### src/hw/rtl/tlcd_pkg.sv
// ----------------------------------------------------------------------------
// tlcd_pkg
// Shared types and constants of the two-line crossing detector: word layouts,
// register indexes, state and action codes, and the widths of the shared
// multiplier datapath.
// ----------------------------------------------------------------------------
package tlcd_pkg;

  localparam int COORD_BITS = 16;
  localparam int FOOT_W     = COORD_BITS + 2;
  localparam int LINE_W     = 16;
  localparam int PT_W       = (FOOT_W > LINE_W) ? FOOT_W : LINE_W;
  localparam int DIF_W      = PT_W + 1;
  localparam int CR_W       = DIF_W + LINE_W + 1;
  localparam int NUM_W      = 2 * CR_W;
  localparam int DEN_W      = 2 * LINE_W + 2;
  localparam int SQ_W       = 2 * DIF_W;

  localparam int MA_W   = NUM_W;
  localparam int MB_W   = CR_W;
  localparam int DIG_W  = 4;
  localparam int NDIG   = (MB_W + DIG_W - 1) / DIG_W;
  localparam int PROD_W = MA_W + MB_W;

  localparam int CFG_IDX_W  = 3;
  localparam int CFG_DATA_W = 32;

  localparam logic [CFG_IDX_W-1:0] CFG_OUT_START = 3'd0;
  localparam logic [CFG_IDX_W-1:0] CFG_OUT_END   = 3'd1;
  localparam logic [CFG_IDX_W-1:0] CFG_IN_START  = 3'd2;
  localparam logic [CFG_IDX_W-1:0] CFG_IN_END    = 3'd3;
  localparam logic [CFG_IDX_W-1:0] CFG_LINES_EN  = 3'd4;

  localparam logic [1:0] ST_OFF   = 2'd0;
  localparam logic [1:0] ST_NOREF = 2'd1;
  localparam logic [1:0] ST_OUT   = 2'd2;
  localparam logic [1:0] ST_IN    = 2'd3;

  localparam logic [1:0] ACT_OFF    = 2'd0;
  localparam logic [1:0] ACT_NONE   = 2'd1;
  localparam logic [1:0] ACT_IN_OUT = 2'd2;
  localparam logic [1:0] ACT_OUT_IN = 2'd3;

  localparam logic [1:0] ORI_COL = 2'd0;
  localparam logic [1:0] ORI_CW  = 2'd1;
  localparam logic [1:0] ORI_CCW = 2'd2;

  typedef struct packed {
    logic                          restart;
    logic signed [COORD_BITS-1:0]  box_left;
    logic signed [COORD_BITS-1:0]  box_top;
    logic        [COORD_BITS-1:0]  box_width;
    logic        [COORD_BITS-1:0]  box_height;
  } in_word_t;

  typedef struct packed {
    logic [1:0] crossing_state;
    logic [1:0] crossing_action;
  } out_word_t;

  typedef struct packed {
    logic            start;
    logic [MA_W-1:0] a;
    logic [MB_W-1:0] b;
  } mul_req_t;

  typedef struct packed {
    logic              done;
    logic [PROD_W-1:0] p;
  } mul_rsp_t;

endpackage

### src/hw/rtl/tlcd_mul.sv
// ----------------------------------------------------------------------------
// tlcd_mul
// Digit-serial unsigned multiplier: one 4-bit digit of b per cycle is
// multiplied with the shifted a and added into the product.
// ----------------------------------------------------------------------------
module tlcd_mul (
  input  logic               clk,
  input  logic               rst_n,
  input  tlcd_pkg::mul_req_t req,
  output tlcd_pkg::mul_rsp_t rsp
);
  import tlcd_pkg::*;

  localparam int CNT_W = $clog2(NDIG + 1);
  localparam int BR_W  = NDIG * DIG_W;

  logic [PROD_W-1:0]       acc_r, acc_nxt, a_r, a_nxt;
  logic [BR_W-1:0]         b_r, b_nxt;
  logic [CNT_W-1:0]        cnt_r, cnt_nxt;
  logic                    busy_r, busy_nxt, done_r, done_nxt;
  logic [PROD_W+DIG_W-1:0] pp;

  always_comb begin
    pp       = a_r * b_r[DIG_W-1:0];
    acc_nxt  = acc_r;
    a_nxt    = a_r;
    b_nxt    = b_r;
    cnt_nxt  = cnt_r;
    busy_nxt = busy_r;
    done_nxt = 1'b0;
    if (req.start) begin
      acc_nxt  = '0;
      a_nxt    = PROD_W'(req.a);
      b_nxt    = BR_W'(req.b);
      cnt_nxt  = CNT_W'(NDIG);
      busy_nxt = 1'b1;
    end else if (busy_r) begin
      acc_nxt = acc_r + pp[PROD_W-1:0];
      a_nxt   = a_r << DIG_W;
      b_nxt   = b_r >> DIG_W;
      cnt_nxt = cnt_r - 1'b1;
      if (cnt_r == CNT_W'(1)) begin
        busy_nxt = 1'b0;
        done_nxt = 1'b1;
      end
    end
  end

  always_ff @(posedge clk) begin
    if (!rst_n) begin
      busy_r <= 1'b0;
      done_r <= 1'b0;
    end else begin
      busy_r <= busy_nxt;
      done_r <= done_nxt;
    end
  end

  always_ff @(posedge clk) begin
    acc_r <= acc_nxt;
    a_r   <= a_nxt;
    b_r   <= b_nxt;
    cnt_r <= cnt_nxt;
  end

  assign rsp.done = done_r;
  assign rsp.p    = acc_r;

endmodule

### src/hw/rtl/two_line_crossing_detector_core.sv
// ----------------------------------------------------------------------------
// two_line_crossing_detector_core
// Tripwire detector: per box word forms the foot point and, with lines enabled and a
// previous point, tests the motion segment against the out and in lines and updates line state and action.
// ----------------------------------------------------------------------------
// Usage:
//   in_valid/in_ready/in_data carry one box word per frame; out_valid/
//   out_ready/out_data return one state/action word for each box word.
//   cfg_we/cfg_index/cfg_wdata write the line endpoints and the enable while
//   the block is idle.
// Timing:
//   One word at a time; in_ready is high only while idle. Lines off or the
//   first frame of a track: the word goes straight to S_DONE, which sets
//   out_valid once the output register is free. Otherwise 16 orientation
//   products run in turn (NDIG = 9 digits each); both lines hit adds 24
//   distance and compare products. in_ready returns with out_valid. All
//   orientation, distance and compare products share the one digit-serial multiplier.
// Reset:
//   Configuration, control, line state, action and track history clear to zero; datapath and output data are not reset.
// Stall:
//   A result waits in the output register until taken; the next box word is
//   accepted meanwhile, and its own result waits for the register to free.
// ----------------------------------------------------------------------------
module two_line_crossing_detector_core (
  input  logic                               clk,
  input  logic                               rst_n,
  input  logic                               in_valid,
  output logic                               in_ready,
  input  tlcd_pkg::in_word_t                 in_data,
  output logic                               out_valid,
  input  logic                               out_ready,
  output tlcd_pkg::out_word_t                out_data,
  input  logic                               cfg_we,
  input  logic [tlcd_pkg::CFG_IDX_W-1:0]     cfg_index,
  input  logic [tlcd_pkg::CFG_DATA_W-1:0]    cfg_wdata
);
  import tlcd_pkg::*;

  localparam int SP_W  = PROD_W + 1;
  localparam int OPA_W = MA_W + 1;
  localparam int OPB_W = MB_W + 1;

  localparam logic [2:0] S_IDLE  = 3'd0;
  localparam logic [2:0] S_ISSUE = 3'd1;
  localparam logic [2:0] S_WAIT  = 3'd2;
  localparam logic [2:0] S_HIT   = 3'd3;
  localparam logic [2:0] S_DONE  = 3'd4;

  localparam logic [5:0] STEP_ORI_LAST = 6'd15;
  localparam logic [5:0] STEP_DIST     = 6'd16;
  localparam logic [5:0] STEP_CMP      = 6'd38;
  localparam logic [5:0] STEP_LAST     = 6'd39;
  localparam logic [5:0] DIST_STEPS    = 6'd11;

  function automatic logic signed [DIF_W-1:0] dif(input logic signed [PT_W-1:0] a,
                                                  input logic signed [PT_W-1:0] b);
    dif = DIF_W'(a) - DIF_W'(b);
  endfunction

  function automatic logic in_box(input logic signed [PT_W-1:0] qx,
                                  input logic signed [PT_W-1:0] qy,
                                  input logic signed [PT_W-1:0] px,
                                  input logic signed [PT_W-1:0] py,
                                  input logic signed [PT_W-1:0] rx,
                                  input logic signed [PT_W-1:0] ry);
    in_box = (qx <= ((px > rx) ? px : rx)) && (qx >= ((px < rx) ? px : rx)) &&
             (qy <= ((py > ry) ? py : ry)) && (qy >= ((py < ry) ? py : ry));
  endfunction

  function automatic logic [1:0] ori_code(input logic signed [SP_W-1:0] v);
    if (v == '0) ori_code = ORI_COL;
    else if (!v[SP_W-1]) ori_code = ORI_CW;
    else ori_code = ORI_CCW;
  endfunction

  // configuration and history
  logic [CFG_DATA_W-1:0] out_s_r, out_e_r, in_s_r, in_e_r;
  logic                  en_r;
  logic [1:0]            state_r, state_nxt, action_r, action_nxt, frames_r, frames_nxt;
  logic [FOOT_W-1:0]     prev_x_r, prev_x_nxt, prev_y_r, prev_y_nxt;

  // sequencer
  logic [2:0] fsm_r, fsm_nxt;
  logic [5:0] step_r, step_nxt;
  logic       out_valid_r, out_valid_nxt;
  out_word_t  out_data_r, out_data_nxt;

  // datapath
  logic signed [PT_W-1:0] px_r, px_nxt, py_r, py_nxt, qx_r, qx_nxt, qy_r, qy_nxt;
  logic signed [SP_W-1:0] acc_r, acc_nxt;
  logic [1:0]             ocode_r [0:7];
  logic [1:0]             ocode_nxt [0:7];
  logic signed [CR_W-1:0] dot_r, dot_nxt, cr_r, cr_nxt;
  logic [DEN_W-1:0]       d2_r, d2_nxt;
  logic [SQ_W-1:0]        uu_r, uu_nxt, vv_r, vv_nxt;
  logic [NUM_W-1:0]       num_r [0:1];
  logic [NUM_W-1:0]       num_nxt [0:1];
  logic [DEN_W-1:0]       den_r [0:1];
  logic [DEN_W-1:0]       den_nxt [0:1];
  logic                   neg_r, neg_nxt;

  mul_req_t mreq;
  mul_rsp_t mrsp;

  logic in_fire;
  logic [1:0] fr_eff;
  logic signed [FOOT_W-1:0] cur_x, cur_y;

  logic signed [PT_W-1:0] ox0, oy0, ox1, oy1, ix0, iy0, ix1, iy1;
  logic signed [PT_W-1:0] l0x, l0y, l1x, l1y;
  logic signed [PT_W-1:0] ptpx, ptpy, ptqx, ptqy, ptrx, ptry;
  logic signed [DIF_W-1:0] dxv, dyv, uxv, uyv, vxv, vyv;
  logic [5:0] dstep;
  logic       dist_l, line_sel;
  logic [3:0] dj;
  logic [CR_W-1:0] cr_abs;
  logic signed [OPA_W-1:0] op_a, op_a_abs;
  logic signed [OPB_W-1:0] op_b, op_b_abs;
  logic [SP_W-1:0] p_ext;
  logic signed [SP_W-1:0] sprod, sum_v, diff_v;
  logic ho, hi;

  tlcd_mul u_mul (
    .clk   (clk),
    .rst_n (rst_n),
    .req   (mreq),
    .rsp   (mrsp)
  );

  assign in_ready  = (fsm_r == S_IDLE);
  assign in_fire   = in_valid && in_ready;
  assign out_valid = out_valid_r;
  assign out_data  = out_data_r;

  assign cur_x = FOOT_W'(in_data.box_left) + FOOT_W'({1'b0, in_data.box_width[COORD_BITS-1:1]});
  assign cur_y = FOOT_W'(in_data.box_top) + FOOT_W'({1'b0, in_data.box_height});
  assign fr_eff = in_data.restart ? 2'd0 : frames_r;

  assign ox0 = PT_W'($signed(out_s_r[31:16]));
  assign oy0 = PT_W'($signed(out_s_r[15:0]));
  assign ox1 = PT_W'($signed(out_e_r[31:16]));
  assign oy1 = PT_W'($signed(out_e_r[15:0]));
  assign ix0 = PT_W'($signed(in_s_r[31:16]));
  assign iy0 = PT_W'($signed(in_s_r[15:0]));
  assign ix1 = PT_W'($signed(in_e_r[31:16]));
  assign iy1 = PT_W'($signed(in_e_r[15:0]));

  assign dstep    = step_r - STEP_DIST;
  assign dist_l   = (dstep >= DIST_STEPS);
  assign dj       = dist_l ? 4'(dstep - DIST_STEPS) : dstep[3:0];
  assign line_sel = (step_r < STEP_DIST) ? step_r[3] : dist_l;

  assign l0x = line_sel ? ix0 : ox0;
  assign l0y = line_sel ? iy0 : oy0;
  assign l1x = line_sel ? ix1 : ox1;
  assign l1y = line_sel ? iy1 : oy1;

  always_comb begin
    ptpx = px_r; ptpy = py_r; ptqx = qx_r; ptqy = qy_r; ptrx = l0x; ptry = l0y;
    case (step_r[2:1])
      2'd0: begin
        ptpx = l0x; ptpy = l0y; ptqx = l1x; ptqy = l1y; ptrx = px_r; ptry = py_r;
      end
      2'd1: begin
        ptpx = l0x; ptpy = l0y; ptqx = l1x; ptqy = l1y; ptrx = qx_r; ptry = qy_r;
      end
      2'd2: begin
        ptrx = l0x; ptry = l0y;
      end
      default: begin
        ptrx = l1x; ptry = l1y;
      end
    endcase
  end

  assign dxv = dif(l1x, l0x);
  assign dyv = dif(l1y, l0y);
  assign uxv = dif(px_r, l0x);
  assign uyv = dif(py_r, l0y);
  assign vxv = dif(px_r, l1x);
  assign vyv = dif(py_r, l1y);
  assign cr_abs = cr_r[CR_W-1] ? CR_W'(-cr_r) : CR_W'(cr_r);

  always_comb begin
    op_a = '0;
    op_b = '0;
    if (step_r < STEP_DIST) begin
      if (!step_r[0]) begin
        op_a = OPA_W'(dif(ptqy, ptpy));
        op_b = OPB_W'(dif(ptrx, ptqx));
      end else begin
        op_a = OPA_W'(dif(ptqx, ptpx));
        op_b = OPB_W'(dif(ptry, ptqy));
      end
    end else if (step_r < STEP_CMP) begin
      case (dj)
        4'd0: begin op_a = OPA_W'(dxv); op_b = OPB_W'(uxv); end
        4'd1: begin op_a = OPA_W'(dyv); op_b = OPB_W'(uyv); end
        4'd2: begin op_a = OPA_W'(dxv); op_b = OPB_W'(dxv); end
        4'd3: begin op_a = OPA_W'(dyv); op_b = OPB_W'(dyv); end
        4'd4: begin op_a = OPA_W'(uxv); op_b = OPB_W'(uxv); end
        4'd5: begin op_a = OPA_W'(uyv); op_b = OPB_W'(uyv); end
        4'd6: begin op_a = OPA_W'(vxv); op_b = OPB_W'(vxv); end
        4'd7: begin op_a = OPA_W'(vyv); op_b = OPB_W'(vyv); end
        4'd8: begin op_a = OPA_W'(dxv); op_b = OPB_W'(uyv); end
        4'd9: begin op_a = OPA_W'(dyv); op_b = OPB_W'(uxv); end
        default: begin
          op_a = OPA_W'({1'b0, cr_abs});
          op_b = OPB_W'({1'b0, cr_abs});
        end
      endcase
    end else if (step_r == STEP_CMP) begin
      op_a = OPA_W'({1'b0, num_r[0]});
      op_b = OPB_W'({1'b0, den_r[1]});
    end else begin
      op_a = OPA_W'({1'b0, num_r[1]});
      op_b = OPB_W'({1'b0, den_r[0]});
    end
  end

  assign op_a_abs   = op_a[OPA_W-1] ? -op_a : op_a;
  assign op_b_abs   = op_b[OPB_W-1] ? -op_b : op_b;
  assign mreq.start = (fsm_r == S_ISSUE);
  assign mreq.a     = op_a_abs[MA_W-1:0];
  assign mreq.b     = op_b_abs[MB_W-1:0];

  assign p_ext  = {1'b0, mrsp.p};
  assign sprod  = neg_r ? -$signed(p_ext) : $signed(p_ext);
  assign sum_v  = acc_r + sprod;
  assign diff_v = acc_r - sprod;

  always_comb begin
    ho = (ocode_r[0] != ocode_r[1] && ocode_r[2] != ocode_r[3]) ||
         (ocode_r[0] == ORI_COL && in_box(px_r, py_r, ox0, oy0, ox1, oy1)) ||
         (ocode_r[1] == ORI_COL && in_box(qx_r, qy_r, ox0, oy0, ox1, oy1)) ||
         (ocode_r[2] == ORI_COL && in_box(ox0, oy0, px_r, py_r, qx_r, qy_r)) ||
         (ocode_r[3] == ORI_COL && in_box(ox1, oy1, px_r, py_r, qx_r, qy_r));
    hi = (ocode_r[4] != ocode_r[5] && ocode_r[6] != ocode_r[7]) ||
         (ocode_r[4] == ORI_COL && in_box(px_r, py_r, ix0, iy0, ix1, iy1)) ||
         (ocode_r[5] == ORI_COL && in_box(qx_r, qy_r, ix0, iy0, ix1, iy1)) ||
         (ocode_r[6] == ORI_COL && in_box(ix0, iy0, px_r, py_r, qx_r, qy_r)) ||
         (ocode_r[7] == ORI_COL && in_box(ix1, iy1, px_r, py_r, qx_r, qy_r));
  end

  always_comb begin
    fsm_nxt       = fsm_r;
    step_nxt      = step_r;
    state_nxt     = state_r;
    action_nxt    = action_r;
    frames_nxt    = frames_r;
    prev_x_nxt    = prev_x_r;
    prev_y_nxt    = prev_y_r;
    out_valid_nxt = out_valid_r;
    out_data_nxt  = out_data_r;
    px_nxt = px_r; py_nxt = py_r; qx_nxt = qx_r; qy_nxt = qy_r;
    acc_nxt = acc_r;
    ocode_nxt = ocode_r;
    dot_nxt = dot_r; cr_nxt = cr_r; d2_nxt = d2_r; uu_nxt = uu_r; vv_nxt = vv_r;
    num_nxt = num_r;
    den_nxt = den_r;
    neg_nxt = neg_r;

    if (out_valid_r && out_ready) out_valid_nxt = 1'b0;

    case (fsm_r)
      S_IDLE: begin
        if (in_fire) begin
          frames_nxt = (fr_eff == 2'd0) ? 2'd1 : 2'd2;
          prev_x_nxt = cur_x;
          prev_y_nxt = cur_y;
          qx_nxt = PT_W'(cur_x);
          qy_nxt = PT_W'(cur_y);
          px_nxt = (fr_eff == 2'd2) ? PT_W'($signed(prev_x_r)) : PT_W'(cur_x);
          py_nxt = (fr_eff == 2'd2) ? PT_W'($signed(prev_y_r)) : PT_W'(cur_y);
          step_nxt = '0;
          if (!en_r) begin
            state_nxt  = ST_OFF;
            action_nxt = ACT_OFF;
            fsm_nxt    = S_DONE;
          end else if (fr_eff == 2'd0) begin
            state_nxt = ST_NOREF;
            fsm_nxt   = S_DONE;
          end else begin
            fsm_nxt = S_ISSUE;
          end
        end
      end
      S_ISSUE: begin
        neg_nxt = op_a[OPA_W-1] ^ op_b[OPB_W-1];
        fsm_nxt = S_WAIT;
      end
      S_WAIT: begin
        if (mrsp.done) begin
          fsm_nxt  = S_ISSUE;
          step_nxt = step_r + 1'b1;
          if (step_r < STEP_DIST) begin
            if (!step_r[0]) acc_nxt = sprod;
            else ocode_nxt[step_r[3:1]] = ori_code(diff_v);
            if (step_r == STEP_ORI_LAST) fsm_nxt = S_HIT;
          end else if (step_r < STEP_CMP) begin
            case (dj)
              4'd1: dot_nxt = sum_v[CR_W-1:0];
              4'd3: d2_nxt  = sum_v[DEN_W-1:0];
              4'd5: uu_nxt  = sum_v[SQ_W-1:0];
              4'd7: vv_nxt  = sum_v[SQ_W-1:0];
              4'd9: cr_nxt  = diff_v[CR_W-1:0];
              4'd10: begin
                if (dot_r <= 0) begin
                  num_nxt[dist_l] = NUM_W'(uu_r);
                  den_nxt[dist_l] = DEN_W'(1);
                end else if (dot_r >= $signed({1'b0, d2_r})) begin
                  num_nxt[dist_l] = NUM_W'(vv_r);
                  den_nxt[dist_l] = DEN_W'(1);
                end else begin
                  num_nxt[dist_l] = sprod[NUM_W-1:0];
                  den_nxt[dist_l] = d2_r;
                end
              end
              default: acc_nxt = sprod;
            endcase
          end else if (step_r == STEP_CMP) begin
            acc_nxt = sprod;
          end else begin
            if (acc_r < sprod) begin
              state_nxt  = ST_IN;
              action_nxt = ACT_OUT_IN;
            end else begin
              state_nxt  = ST_OUT;
              action_nxt = ACT_IN_OUT;
            end
            fsm_nxt = S_DONE;
          end
          if (step_r == STEP_LAST) fsm_nxt = S_DONE;
        end
      end
      S_HIT: begin
        fsm_nxt = S_DONE;
        if (ho && hi) begin
          step_nxt = STEP_DIST;
          fsm_nxt  = S_ISSUE;
        end else if (ho) begin
          action_nxt = (state_r == ST_IN) ? ACT_IN_OUT : ACT_NONE;
          state_nxt  = ST_OUT;
        end else if (hi) begin
          action_nxt = (state_r == ST_OUT) ? ACT_OUT_IN : ACT_NONE;
          state_nxt  = ST_IN;
        end else begin
          action_nxt = ACT_NONE;
        end
      end
      S_DONE: begin
        if (!out_valid_r || out_ready) begin
          out_valid_nxt                = 1'b1;
          out_data_nxt.crossing_state  = state_r;
          out_data_nxt.crossing_action = action_r;
          fsm_nxt                      = S_IDLE;
        end
      end
      default: fsm_nxt = S_IDLE;
    endcase
  end

  always_ff @(posedge clk) begin
    if (!rst_n) begin
      out_s_r     <= '0;
      out_e_r     <= '0;
      in_s_r      <= '0;
      in_e_r      <= '0;
      en_r        <= 1'b0;
      state_r     <= ST_OFF;
      action_r    <= ACT_OFF;
      frames_r    <= '0;
      prev_x_r    <= '0;
      prev_y_r    <= '0;
      fsm_r       <= S_IDLE;
      step_r      <= '0;
      out_valid_r <= 1'b0;
    end else begin
      if (cfg_we) begin
        case (cfg_index)
          CFG_OUT_START: out_s_r <= cfg_wdata;
          CFG_OUT_END:   out_e_r <= cfg_wdata;
          CFG_IN_START:  in_s_r  <= cfg_wdata;
          CFG_IN_END:    in_e_r  <= cfg_wdata;
          CFG_LINES_EN:  en_r    <= cfg_wdata[0];
          default: ;
        endcase
      end
      state_r     <= state_nxt;
      action_r    <= action_nxt;
      frames_r    <= frames_nxt;
      prev_x_r    <= prev_x_nxt;
      prev_y_r    <= prev_y_nxt;
      fsm_r       <= fsm_nxt;
      step_r      <= step_nxt;
      out_valid_r <= out_valid_nxt;
    end
  end

  always_ff @(posedge clk) begin
    out_data_r <= out_data_nxt;
    px_r       <= px_nxt;
    py_r       <= py_nxt;
    qx_r       <= qx_nxt;
    qy_r       <= qy_nxt;
    acc_r      <= acc_nxt;
    ocode_r    <= ocode_nxt;
    dot_r      <= dot_nxt;
    cr_r       <= cr_nxt;
    d2_r       <= d2_nxt;
    uu_r       <= uu_nxt;
    vv_r       <= vv_nxt;
    num_r      <= num_nxt;
    den_r      <= den_nxt;
    neg_r      <= neg_nxt;
  end

endmodule
### config.mk
export PLATFORM = sky130hd
export DESIGN_NAME = two_line_crossing_detector_core
export DESIGN_NICKNAME = d
export VERILOG_FILES = /design/src/hw/rtl/tlcd_pkg.sv /design/src/hw/rtl/tlcd_mul.sv /design/src/hw/rtl/two_line_crossing_detector_core.sv
export SDC_FILE = /design/constraint.sdc
export NUM_CORES = 2
export LEC_CHECK = 0
export BUFFER_PORTS_ARGS = -buffer_cell sky130_fd_sc_hd__buf_2
export CORE_ASPECT_RATIO = 1.4
export CORE_MARGIN = 4
export CORE_UTILIZATION = 55
export CTS_CLUSTER_DIAMETER = 60
export DETAILED_ROUTE_END_ITERATION = 7
export HOLD_SLACK_MARGIN = 0.02
export PLACE_DENSITY = 0.73
export SYNTH_ARGS = -nofsm -noshare
export SYNTH_HDL_FRONTEND = slang
export SYNTH_SLANG_ARGS = --single-unit
export TNS_END_PERCENT = 20
### constraint.sdc
create_clock -name clk -period 26.3 [get_ports clk]
set_input_delay 1.315 -clock clk [delete_from_list [all_inputs] [get_ports clk]]
set_output_delay 1.315 -clock clk [all_outputs]
set_load 0.03 [all_outputs]
==> flow_summary.yaml <==
run_status:
  status: "complete, but fails checks"
  violations: "DRC, capacitance limit, slew limit"
sta:
  whs_ns: 0.4248
  fmax_mhz: 91.01
  fin_skew_ns: 0.1032
  tightest_slew_ns: 1.494
  finalHoldViolations: 0
  rsz0062_at_grt: "false"
  fin_crit_ns: 10.99
  final_max_slew_viol_count: 1
  fin_crit_sh_pct: 41.78
  relSlewSlack_pct: -0.3358
  final.setup.tns_ns: 0
  setup_viol: 0
power_and_ir_drop:
  finalPower_w: 0.006321
  p_leak_nw: 45.23
  p_comb_share_pct: 41.1
  seq_power_share_pct: 31.4
  peakVddDrop_mv: 0.06727
  internal-power_w: 0.003700
  pwr-share-clk_pct: 27.4
  powerDensity_nw_per_um2: 59.09
  netSwitchingFraction_pct: 41.46
  power_switching_w: 0.002621
critical_path:
  reg2reg_slack_ns: 15.31
  crit_type: "reg -> reg"
  cp_max_fo: 9
  slowest_delay_ns: 1.18
  cp_top_family: "simple AND/OR/NAND/NOR gates"
  required_ns: 26.66
  critical_path_arrival_ns: 11.35
  cp_num_buf_inv: 1
  cpMostUsedCell: "nor4_1"
  critPathLaunchType: "flop"
  slowest_stage: "nor3_1"
  worstSetupEndpointType: "flop"
route:
  dr_total_vias: 91538
  totalWireLength_mm: 402.7
  drt-wirelength-per-cell_um: 28.98
  drtIter0Drc: 8173
  first_pass_iters: 8
  via_per_inst: 6.587
  ant_nets: 0
  drc_errors: 10
floorplan:
  io_pins: 111
  rows: 184
  initial_core_util_pct: 55.42
  coreArea_sq_um: 179800
  die_h_um: 511.6
  die_w_um: 367.7
  die-area_sq_um: 188100
logic_synthesis:
  synth_nets: 13040
  ys.flop_type: "edfxtp_1"
  synth.distinct_cells: 114
  synth_area_sq_um: 99640
  synth-edff-count: 702
  async_reset_ff_share_pct: 0
  yosysWarnings: 0
  yosysSeqAreaShare_pct: 27.79
  synth_cells: 11452
  avgSynthCellArea_sq_um: 8.700
  synth.ff_latch_count: 1032
grt:
  grt_remaining_overflow: 0
  grt_usage_pct: 41.70
  grt_pass1_wl_mm: 589.8
  antenna_found_initial: 20
  grt_max_degree: 97
  grt_pass1_vias: 91907
clock_tree:
  cts_resized: 0
  cts-root-buf: "clkbuf_16"
  numCtsBuffers: 112
  worstSkewPairLatency_ns: 0.83
  tritoncts: "built"
  cts_hold_buf: 0
  cts_sinks: 1032
  clockBufferDepth: 3
  clk_pin_slew_ns: 0.07
  htree_levels: 3
  cts_setup_buffers: 0
cells_and_area:
  drive_gt1_share_pct: 6.060
  final_nets: 12960
  area_growth_pct: 7.352
  layout_common_cells: "1516 x nand2_1, 1155 x ha_1, 801 x a21oi_1"
  layout_commonest_cell: "nand2_1"
placed_design:
  place_congestion: 1.053
  hpwlAfterDp_mm: 312.5
  io_buffers: 109
worst_hold_path:
  hold_class: "reg -> reg"
run:
  cap_violations: 2
## final cells by class
cell class,count,area [sq um]
fillers,15654,72840
multi-input cells,9146,67340
flip-flops and latches,1032,27700
clock buffers,141,3033
well taps,2418,3025
inverters,790,2973
repair buffers,290,1911
clock inverters,69,960.9
diodes,10,25.02
## routing by layer
metal	GRT usage [%]	routed length, um
met2	71.28	193200
met1	42.10	132300
met3	8.025	28470
met5	0	114
met4	40.54	48630
## kinds of logic after synthesis
kind of cell | after synthesis | share of synthesized area [%]
multiplexers | 415 | 4.649
AND/OR/NAND/NOR | 3687 | 17.21
AO/OA/AOI/OAI | 3026 | 19.67
XOR/XNOR | 530 | 4.666
buffers and inverters | 1274 | 4.872
adder cells (fa/ha/maj) | 1488 | 21.14
flip-flops | 1032 | 27.79
## final timing paths
check | start | to | depth (start not counted)
hold reg to reg | action_r[0] | out_data[0] | 0
setup / recovery | u_mul.acc_r[6] | ocode_r[10] | 28
setup reg to reg | u_mul.acc_r[6] | ocode_r[10] | 28
hold / removal | action_r[0] | out_data[0] | 0
## sequential cells by signal (all words and copies together) (netlist names), 38 cells and up
| register | cells |
|---|---|
| u_mul.acc_r | 108 |
| den_r | 68 |
| uu_r | 38 |
| vv_r | 38 |
| num_r | 144 |
| u_mul.a_r | 108 |
| acc_r | 109 |
## power by group through the flow
stage               logic (W)  registers (W)  clock network [W]
floorplan             0.00165        0.00197                  0
global placement      0.00245        0.00201                  0
detailed placement    0.00250        0.00202                  0
CTS                   0.00251        0.00198            0.00174
global route          0.00278        0.00199            0.00181
finish                0.00260        0.00199            0.00173
## cells in the mapped netlist, drive strengths merged, types with 131 or more instances
cell	number	area share, %
a21boi	206	1.6
a21o	298	2.2
a21oi	805	4.1
a22o	138	1.2
and2	219	1.4
clkbuf	408	1.5
dfxtp	330	6.6
edfxtp	702	21
fa	328	6.6
ha	1155	15
inv	787	3.0
mux2i	344	3.5
nand2	1519	5.7
nand2b	131	0.82
nand3	202	1.0
nand4	197	1.2
nor2	742	2.8
nor2b	148	0.93
nor3	192	0.97
o21ai	706	3.5
xnor2	350	3.1
xor2	180	1.6
## worst reg2reg max path, delay by kind of cell, from the launching register on
kind	cells	cell delay, ns
AOI/OAI and AO/OA	5	1.56
xor gates and xnor gates	1	0.35
adders and majority gates	1	0.42
buffers and inverters	1	0.28
DFF	1	0.39
and+or+nand+nor	20	7.53
## through the flow
stage	instances	area (sq um)	worst slack, ns	utilization [%]
finish	13896	107000	15.31	59.49
global route	13889	106900	15.06	59.48
CTS	13882	106900	15.64	59.44
detailed placement	13672	102900	15.75	57.22
global placement	13672	102900	15.93	57.22
floorplan	11452	99640	5.574	-
(Power assumes the default switching activity.)
